**src/hw/rtl/u8d_pkg.sv**
```systemverilog
// u8d_pkg: shared types and constants for the strict UTF-8 decoder.
// Holds the decoder state and result structs used by u8d_step and the top level.
// No dependencies.
package u8d_pkg;

	localparam int OFFSET_WIDTH = 31;
	localparam int AFTER_WIDTH  = 31;
	localparam int CP_WIDTH     = 21;
	localparam int BYTE_WIDTH   = 8;

	typedef logic [OFFSET_WIDTH-1:0] offset_t;
	typedef logic [AFTER_WIDTH-1:0]  after_t;
	typedef logic [CP_WIDTH-1:0]     cp_t;
	typedef logic [BYTE_WIDTH-1:0]   byte_t;

	localparam logic STATUS_OK  = 1'b0;
	localparam logic STATUS_BAD = 1'b1;

	localparam byte_t LEAD1_MAX = 8'h7f;
	localparam byte_t LEAD2_MIN = 8'hc2;
	localparam byte_t LEAD2_MAX = 8'hdf;
	localparam byte_t LEAD3_MIN = 8'he0;
	localparam byte_t LEAD3_MAX = 8'hef;
	localparam byte_t LEAD4_MIN = 8'hf0;
	localparam byte_t LEAD4_MAX = 8'hf4;
	localparam byte_t CONT_MASK = 8'hc0;
	localparam byte_t CONT_TAG  = 8'h80;

	localparam cp_t MIN_LEN2 = 21'h80;
	localparam cp_t MIN_LEN3 = 21'h800;
	localparam cp_t MIN_LEN4 = 21'h10000;
	localparam cp_t CP_MAX   = 21'h10ffff;
	localparam cp_t SURR_LO  = 21'hd800;
	localparam cp_t SURR_HI  = 21'hdfff;
	localparam cp_t BMP_MAX  = 21'hffff;

	localparam logic [1:0] SEQ_ONE   = 2'd0;
	localparam logic [1:0] SEQ_TWO   = 2'd1;
	localparam logic [1:0] SEQ_THREE = 2'd2;
	localparam logic [1:0] SEQ_FOUR  = 2'd3;

	typedef struct packed {
		logic [1:0] pending;
		logic [1:0] seq_len;
		cp_t        acc;
		offset_t    seq_begin;
		offset_t    byte_pos;
		offset_t    u16_pos;
		logic       failed;
	} dec_state_t;

	typedef struct packed {
		logic    status;
		cp_t     code_point;
		offset_t byte_start;
		offset_t byte_stop;
		offset_t utf16_start;
		offset_t utf16_stop;
		offset_t bad_offset;
		logic    string_done;
	} dec_result_t;

endpackage

```
**src/hw/rtl/u8d_step.sv**
```systemverilog
// u8d_step: per-byte decode logic; next decoder state and optional result.
// Purely combinational; the caller holds the state register.
// Depends on u8d_pkg.
module u8d_step (
	input  u8d_pkg::dec_state_t  cur,
	input  u8d_pkg::byte_t       data_byte,
	input  u8d_pkg::after_t      bytes_after,
	output u8d_pkg::dec_state_t  nxt,
	output u8d_pkg::dec_result_t res,
	output logic                 res_valid
);
	import u8d_pkg::*;

	always_comb begin
		logic       last;
		offset_t    pos;
		offset_t    next_pos;
		logic [1:0] n;
		cp_t        v;
		cp_t        acc_new;
		logic [1:0] pend_new;
		logic       lead_ok;
		logic       err;
		offset_t    err_at;
		logic       pt;
		cp_t        pt_cp;
		offset_t    pt_start;
		logic       bad_range;

		last     = (bytes_after == '0);
		pos      = cur.byte_pos;
		next_pos = pos + offset_t'(1);
		n        = SEQ_ONE;
		v        = '0;
		lead_ok  = 1'b1;
		err      = 1'b0;
		err_at   = pos;
		pt       = 1'b0;
		pt_cp    = '0;
		pt_start = pos;
		acc_new  = {cur.acc[CP_WIDTH-7:0], data_byte[5:0]};
		pend_new = cur.pending - 2'd1;
		bad_range = 1'b0;

		nxt          = cur;
		nxt.byte_pos = next_pos;
		res          = '0;
		res_valid    = 1'b0;

		if (!cur.failed) begin
			if (cur.pending == 2'd0) begin
				if (data_byte <= LEAD1_MAX) begin
					v = cp_t'(data_byte);
					n = SEQ_ONE;
				end else if (data_byte >= LEAD2_MIN && data_byte <= LEAD2_MAX) begin
					v = cp_t'(data_byte[4:0]);
					n = SEQ_TWO;
				end else if (data_byte >= LEAD3_MIN && data_byte <= LEAD3_MAX) begin
					v = cp_t'(data_byte[3:0]);
					n = SEQ_THREE;
				end else if (data_byte >= LEAD4_MIN && data_byte <= LEAD4_MAX) begin
					v = cp_t'(data_byte[2:0]);
					n = SEQ_FOUR;
				end else begin
					lead_ok = 1'b0;
				end

				if (!lead_ok || bytes_after < after_t'(n)) begin
					err    = 1'b1;
					err_at = pos;
				end else if (n == SEQ_ONE) begin
					pt       = 1'b1;
					pt_cp    = v;
					pt_start = pos;
				end else begin
					nxt.acc       = v;
					nxt.pending   = n;
					nxt.seq_len   = n;
					nxt.seq_begin = pos;
				end
			end else begin
				if ((data_byte & CONT_MASK) != CONT_TAG) begin
					err    = 1'b1;
					err_at = pos;
				end else begin
					nxt.acc     = acc_new;
					nxt.pending = pend_new;
					if (pend_new != 2'd0) begin
						if (last) begin
							err    = 1'b1;
							err_at = cur.seq_begin;
						end
					end else begin
						bad_range = (cur.seq_len == SEQ_TWO   && acc_new < MIN_LEN2) ||
						            (cur.seq_len == SEQ_THREE && acc_new < MIN_LEN3) ||
						            (cur.seq_len == SEQ_FOUR  && acc_new < MIN_LEN4) ||
						            acc_new > CP_MAX ||
						            (acc_new >= SURR_LO && acc_new <= SURR_HI);
						if (bad_range) begin
							err    = 1'b1;
							err_at = cur.seq_begin;
						end else begin
							pt          = 1'b1;
							pt_cp       = acc_new;
							pt_start    = cur.seq_begin;
							nxt.seq_len = 2'd0;
							nxt.acc     = '0;
						end
					end
				end
			end
		end

		if (err) begin
			res_valid       = 1'b1;
			res.status      = STATUS_BAD;
			res.bad_offset  = err_at;
			res.string_done = 1'b1;
			nxt.failed      = 1'b1;
			nxt.pending     = 2'd0;
			nxt.seq_len     = 2'd0;
			nxt.acc         = '0;
		end else if (pt) begin
			res_valid       = 1'b1;
			res.status      = STATUS_OK;
			res.code_point  = pt_cp;
			res.byte_start  = pt_start;
			res.byte_stop   = next_pos;
			res.utf16_start = cur.u16_pos;
			res.utf16_stop  = cur.u16_pos + ((pt_cp > BMP_MAX) ? offset_t'(2) : offset_t'(1));
			res.string_done = last;
			nxt.u16_pos     = res.utf16_stop;
		end

		if (last) begin
			nxt = '0;
		end
	end

endmodule

```
**src/hw/rtl/utf8_validating_decoder_core.sv**
```systemverilog
// utf8_validating_decoder_core: streaming strict UTF-8 decoder, one byte per transfer.
// Input register, u8d_step decode logic with the string state, result register.
// Depends on u8d_pkg and u8d_step.
//
//   channel | handshake           | payload
//   --------+---------------------+--------------------------------------------------
//   in      | in_valid / in_ready | data_byte, bytes_after
//   out     | out_valid/out_ready | status, code_point, byte_start, byte_stop,
//           |                     | utf16_start, utf16_stop, bad_offset, string_done
//
// Throughput is one byte per cycle unless the output stalls: the string state updates
// through u8d_step. A byte passes the input register, then its result the result register.
// Bytes that yield no result (continuations, bytes after an error) only update state.
// Reset clears all string state; after the final byte of a string it clears as well.
// A stalled output holds the input register; in_ready drops only then.
module utf8_validating_decoder_core (
	input  logic                 clk,
	input  logic                 arst_n,
	input  logic                 in_valid,
	output logic                 in_ready,
	input  u8d_pkg::byte_t       data_byte,
	input  u8d_pkg::after_t      bytes_after,
	output logic                 out_valid,
	input  logic                 out_ready,
	output logic                 status,
	output u8d_pkg::cp_t         code_point,
	output u8d_pkg::offset_t     byte_start,
	output u8d_pkg::offset_t     byte_stop,
	output u8d_pkg::offset_t     utf16_start,
	output u8d_pkg::offset_t     utf16_stop,
	output u8d_pkg::offset_t     bad_offset,
	output logic                 string_done
);
	import u8d_pkg::*;

	logic        valid_s1;
	byte_t       byte_s1;
	after_t      after_s1;
	dec_state_t  state_q;
	dec_state_t  state_nxt;
	dec_result_t res_nxt;
	logic        res_nxt_valid;
	logic        out_valid_q;
	dec_result_t result_q;
	logic        advance;

	assign advance  = !out_valid_q || out_ready;
	assign in_ready = !valid_s1 || advance;

	u8d_step u_step (
		.cur         (state_q),
		.data_byte   (byte_s1),
		.bytes_after (after_s1),
		.nxt         (state_nxt),
		.res         (res_nxt),
		.res_valid   (res_nxt_valid)
	);

	always_ff @(posedge clk or negedge arst_n) begin
		if (!arst_n) begin
			valid_s1    <= 1'b0;
			state_q     <= '0;
			out_valid_q <= 1'b0;
		end else begin
			if (in_ready) begin
				valid_s1 <= in_valid;
			end
			if (valid_s1 && advance) begin
				state_q <= state_nxt;
			end
			if (advance) begin
				out_valid_q <= valid_s1 && res_nxt_valid;
			end
		end
	end

	always_ff @(posedge clk) begin
		if (in_valid && in_ready) begin
			byte_s1  <= data_byte;
			after_s1 <= bytes_after;
		end
		if (advance && valid_s1 && res_nxt_valid) begin
			result_q <= res_nxt;
		end
	end

	assign out_valid   = out_valid_q;
	assign status      = result_q.status;
	assign code_point  = result_q.code_point;
	assign byte_start  = result_q.byte_start;
	assign byte_stop   = result_q.byte_stop;
	assign utf16_start = result_q.utf16_start;
	assign utf16_stop  = result_q.utf16_stop;
	assign bad_offset  = result_q.bad_offset;
	assign string_done = result_q.string_done;

	a_pending_le_len: assert property (@(posedge clk) disable iff (!arst_n)
		state_q.pending <= state_q.seq_len)
		else $error("pending count exceeds sequence length");

	a_failed_idle: assert property (@(posedge clk) disable iff (!arst_n)
		state_q.failed |-> (state_q.pending == 2'd0 && state_q.acc == '0))
		else $error("sequence state left over after error");

	a_error_fields: assert property (@(posedge clk) disable iff (!arst_n)
		(out_valid_q && result_q.status == STATUS_BAD) |->
			(result_q.string_done && result_q.code_point == '0))
		else $error("error result malformed");

	a_ready_when_free: assert property (@(posedge clk) disable iff (!arst_n)
		!out_valid_q |-> in_ready)
		else $error("input stalled with free output");

endmodule
```
**config.mk**
```make
export PLATFORM = sky130hd
export DESIGN_NAME = utf8_validating_decoder_core
export DESIGN_NICKNAME = d
export VERILOG_FILES = /design/src/hw/rtl/u8d_pkg.sv /design/src/hw/rtl/u8d_step.sv /design/src/hw/rtl/utf8_validating_decoder_core.sv
export SDC_FILE = /design/constraint.sdc
export NUM_CORES = 1
export LEC_CHECK = 0
export BUFFER_PORTS_ARGS = -buffer_cell sky130_fd_sc_hd__buf_2
export CAP_MARGIN = 5
export CORE_MARGIN = 8
export CORE_UTILIZATION = 35
export DETAILED_ROUTE_END_ITERATION = 10
export PLACE_DENSITY_LB_ADDON = 0.3
export SYNTH_ARGS = -nofsm -noshare
export SYNTH_HDL_FRONTEND = slang
export SYNTH_SLANG_ARGS = --single-unit
```
**constraint.sdc**
```tcl
create_clock -name clk -period 14.5 [get_ports clk]
set_clock_uncertainty 0.1 [all_clocks]
set_input_delay 2.9 -clock clk [delete_from_list [all_inputs] [get_ports clk]]
set_output_delay 2.9 -clock clk [all_outputs]
set_load 0.03 [all_outputs]
```
## Word level (Yosys, flattened, before mapping)

Cells that the tools add are included.

| word-level totals | value |
|---|---|
| register bits | 332 |
| bits in latches | 0 |
| memory bits (writable) | 0 |
| memory bits (read-only) | 0 |
| input port bits | 43 |
| output and inout port bits | 180 |
| memories kept | 0 |

| operators by class | value |
|---|---|
| add/subtract/negate cells | 3 |
| multipliers | 0 |
| div/mod/pow operators | 0 |
| $lt $le $gt $ge | 15 |
| eq/ne operators | 14 |
| shifts and indexed selects | 0 |
| mux-type cells | 65 |
| bitwise gates (word level) | 1 |
| reductions and logical operators | 34 |

Operators with widths:

| kind | number |
|---|---|
| $mux W31 | 14 |
| $mux W21 | 10 |
| $mux W56 | 3 |
| $mux W119 | 1 |
| $mux W25 | 3 |
| $mux W23 | 2 |
| $add A31 B1 Y31 const B | 1 |
| $add A31 B31 Y31 | 1 |
| $logic_not A31 Y1 | 1 |
| $lt A31 B2 Y1 | 1 |
| $ge A8 B8 Y1 const B | 3 |
| $le A8 B8 Y1 const B | 3 |
| $mux W1 | 24 |
| $ge A21 B16 Y1 const B | 1 |
| $gt A21 B16 Y1 const B | 1 |
| $gt A21 B21 Y1 const B | 1 |
| $le A21 B16 Y1 const B | 1 |
| $lt A21 B12 Y1 const B | 1 |
| $lt A21 B17 Y1 const B | 1 |
| $lt A21 B8 Y1 const B | 1 |
| $mux W2 | 7 |
| $ne A4 B2 Y1 const B | 3 |
| $logic_and A1 B1 Y1 | 11 |
| $reduce_and A5 Y1 | 2 |
| 18 further kinds | 35 |

## Logic depth before layout (Yosys ltp)

| depth | value |
|---|---|
| depth after elaboration | 19 |
| depth in mapped cells | 17 |

## Cells and area by module

Synthesis repeated with hierarchy kept, for this count alone.

| second synthesis, totals | value |
|---|---|
| cell total of the unflattened synthesis | 1381 |
| area, all modules | 17053.9 um^2 |

By module, submodules not included:

| module | times used | cells each | area each (um^2) | seq. area each (um^2) |
|---|---|---|---|---|
| utf8_validating_decoder_core | 1 | 479 | 11543.6 | 9544.2 |
| u8d_step | 1 | 902 | 5510.3 | 0.0 |

## Worst setup path before layout

Ideal clock, no wire load.

| timing path | value |
|---|---|
| path type | input-to-reg |
| from | input out_ready |
| to | register result_q, in the netlist bad_offset[0] (enable) |
| library setup time | 0.721 ns |
| arrival time | 10.794 ns |
| data required time | 13.679 ns |
| path slack | 2.885 ns |
| stages | 4 |
| buffers on the path | 1 |
| cell sequence | nand2b_1 nand2_1 clkbuf_1 nor2_1 |

| on the way | value |
|---|---|
| longest elaborated chain between the ends | 3 |

RTL lines:

| what | RTL line | text |
|---|---|---|
| start, declared | utf8_validating_decoder_core.sv:24 | `input logic out_ready,` |
| $logic_or A1 B1 Y1 | utf8_validating_decoder_core.sv:47 | `assign advance = !out_valid_q \|\| out_ready;` |
| $logic_and A1 B1 Y1 (2 in a row) | utf8_validating_decoder_core.sv:82 | `if (advance && valid_s1 && res_nxt_valid) begin` |
| end signal, assigned | utf8_validating_decoder_core.sv:83 | `result_q <= res_nxt;` |
| end, declared | utf8_validating_decoder_core.sv:44 | `dec_result_t result_q;` |

Every way passes these cells.
A chain may end at the register's enable or synchronous reset.

## Final worst setup path

| timing path | value |
|---|---|
| from | input out_ready |
| to | output in_ready |

| on the way | value |
|---|---|
| longest elaborated chain between the ends | 2 |

RTL lines:

| what | RTL line | text |
|---|---|---|
| $logic_or A1 B1 Y1 | utf8_validating_decoder_core.sv:47 |  |
| $logic_or A1 B1 Y1 | utf8_validating_decoder_core.sv:48 | `assign in_ready = !valid_s1 \|\| advance;` |
| end, declared | utf8_validating_decoder_core.sv:20 | `output logic in_ready,` |

Every way passes these cells.

==> run metrics <==
status=finished clean; synth-to-layout area growth=18.8%; post-route clock period utilization=44.0%; Hold Path Class=flop to flop; depth of the CTS H-tree=2; Total Routed Length=42,000 um; global routing usage on met2=26.3%; PD cells=roughly 130 nW/um^2; top cells by area, synth=edfxtp_1 (44%), dfrtp_1 (19%), mux2i_1 (3.2%); Clock transition at path regs=0.06 ns; DR DRC count=0; worst-skew pair later-pin latency=0.55 ns; Tot Pwr=2.26 mW; mux share of post-synthesis cell area=under 10%; GR peak layer=met2; Avg Cell Area, Syn=between 10 and 15 um^2; Die ar.=49,500 um^2; WHS Path Cells=1; vias in the first global route=11,100; Worst Setup SP=out_ready; Antenna Cells=0; cts hold-fix bufs=0; initial antenna violation count=0; Max FO, Critical Path=3; clk sinks=332; Die Wd=223 um; FILL cells=3,978; Critical Path AT=3.38 ns; Crit Path Category=primary input to output port; final RePlAce weighted congestion=between 0.7 and 0.8; clock buffer depth=3; final net count=1,522; sequential fraction of the synthesis area=between 60% and 70%; Final TNS setup=0 ns; Max-slew headroom=a little under a third; Fin. Hold Viols=0; PostCTS Resize Cnt=0; largest family of logic cells by synthesized area=simple AND/OR/NAND/NOR gates; Synth Area in Compound Gates=12.7%; Setup Buffers After CTS=0; GRT overflow=0; CTS tree=built; M3 GR Usage=4.00%; Max VDD drop=0.0000795 V; Synthesized Nets=1,341; HP Start=state_q[23]; post-synthesis register bit count=332; adder-cell share of the synthesized area=0.469%; Syn Inst Count=between 1,000 and 1,500; remaining antenna violation count=0; Num CTS Buffers=38; vias per cell=5.33; Top FF cell, synth=edfxtp_1; max_cap viols=0; max-slew violation count=0; Syn Std Cell Area=about 15,000 um^2; post-synth top area cell=edfxtp_1; WP data required=11.50 ns; largest net degree at the start of global routing=102; number of enable flip-flop cells after synthesis=around 220; Initial DRT Pass Iterations=7; # rows=75; GR Util All Layers=16.7%; share of flip-flops with an asynchronous set or reset=between 30% and 40%; unrepaired setup endpoints after global routing=no; Slew @ Worst Pin=1.04 ns; DP Wirelength=26,300 um; first-pass GRT wire length=65,800 um; CP Capture Type=output port; io pins=between 200 and 250; Starting Density=35.5%; Fmax=0.157 GHz; Synth top area share=43.6%; Root Driver=clkbuf_16; Finished Cell Area=17,700 um^2; Unique masters post-synth=59; Core ar.=42,000 um^2; GR Util met1=22.4%; placed cell area=16,500 um^2; wire length per cell=20.5 um; XOR/XNOR Fraction of Synth Area=3.17%; Simple-Gate Fraction of Synth Area=13.0%; Ys Warns=0; r2r startpoint=byte_s1[1]; via count=10,900; initial DRC count=between 900 and 1,000; min Tclk post-route=6.38 ns; Setup crit start kind=primary input; most frequent cells in the layout=buf_2 (221), edfxtp_1 (217), nand2_1 (116); Final setup violation count=0; worst reg2reg path depth=10; Die Ht=223 um; leakage=6.70 nW; most common cell after layout, fill and taps aside=buf_2; share of cells above drive strength 1=20.9%; Port-buffer cells=222
## report_power, final
| part | internal, mW | leakage [nW] | switching, mW |
|---|---|---|---|
| Clock | 0.574 | 0.599 | 0.387 |
| Sequential | 1.06 | 3.55 | 0.0645 |
| Combinational | 0.0662 | 2.56 | 0.110 |
## sequential cells by signal (all words and copies together), names as in the netlist, 8 cells and up
signal       count
state_q        113
after_s1        31
bad_offset      31
byte_start      31
byte_stop       31
utf16_start     31
utf16_stop      31
code_point      21
byte_s1          8
## area by class of cell
| class | count | area, um^2 | share of cell area, % |
|---|---|---|---|
| Sequential cell | 332 | 9390 | 53.0 |
| Clock buffer | 58 | 1130 | 6.38 |
| Multi-Input combinational cell | 797 | 4930 | 27.8 |
| Tap cell | 539 | 674 | 3.80 |
| Timing Repair Buffer | 241 | 1260 | 7.08 |
| Clock inverter | 12 | 110 | 0.621 |
| Inverter | 64 | 240 | 1.35 |
## routing by layer
metal | share of wire (%) | up-vias
met4 | 2.3 | 0
met3 | 6.2 | 68
met1 | 45 | 5416
met5 | 0 | -
li1 | - | 5059
met2 | 46 | 345
## cell usage after synthesis (11+ instances only)
master	number
a21oi_1	56
a22o_1	29
buf_2	18
clkbuf_1	70
dfrtp_1	115
edfxtp_1	217
inv_1	63
mux2i_1	48
nand2_1	117
nand3_1	59
nand4_1	12
nor2_1	101
nor2b_1	34
nor3_1	16
o2111ai_1	12
o21ai_0	85
o311ai_0	23
o31ai_1	38
or3_1	11
xnor2_1	25
xor2_1	29
## logic make-up after synthesis
logic type      after synthesis
compound gates              286
xor+xnor                     54
fa+ha+maj                     5
buf+inv                     164
flops                       332
mux                          48
simple gates                404
## path summary, 6_finish.rpt
kind | end | slack, ns
worst min register to register | state_q[23] | 0.38
worst max register to register | code_point[19] | 9.47
worst min-delay path | state_q[23] | 0.38
worst max-delay path | in_ready | 8.12
max in group asynchronous | state_q[59] | 10.55
min in group asynchronous | state_q[30] | 2.33
## stage by stage
step / utilization, % / hold WS (ns) / std cells / setup slack (ns)
after global routing: 42.2 / 0.408 / 2043 / 8.08
after global placement: 39.2 / 0.366 / 1973 / 8.13
after CTS: 42.2 / 0.383 / 2043 / 8.12
after detailed placement: 39.2 / 0.369 / 1973 / 8.12
final: 42.2 / 0.380 / 2043 / 8.12
after floorplan: - / 0.347 / 1293 / 2.89
## critical path, cell delays in order
cell      delay (ns)
buf_2           0.10
nand3b_1        0.18
buf_2           0.20
Note: power is estimated with default switching activity, not from simulation.
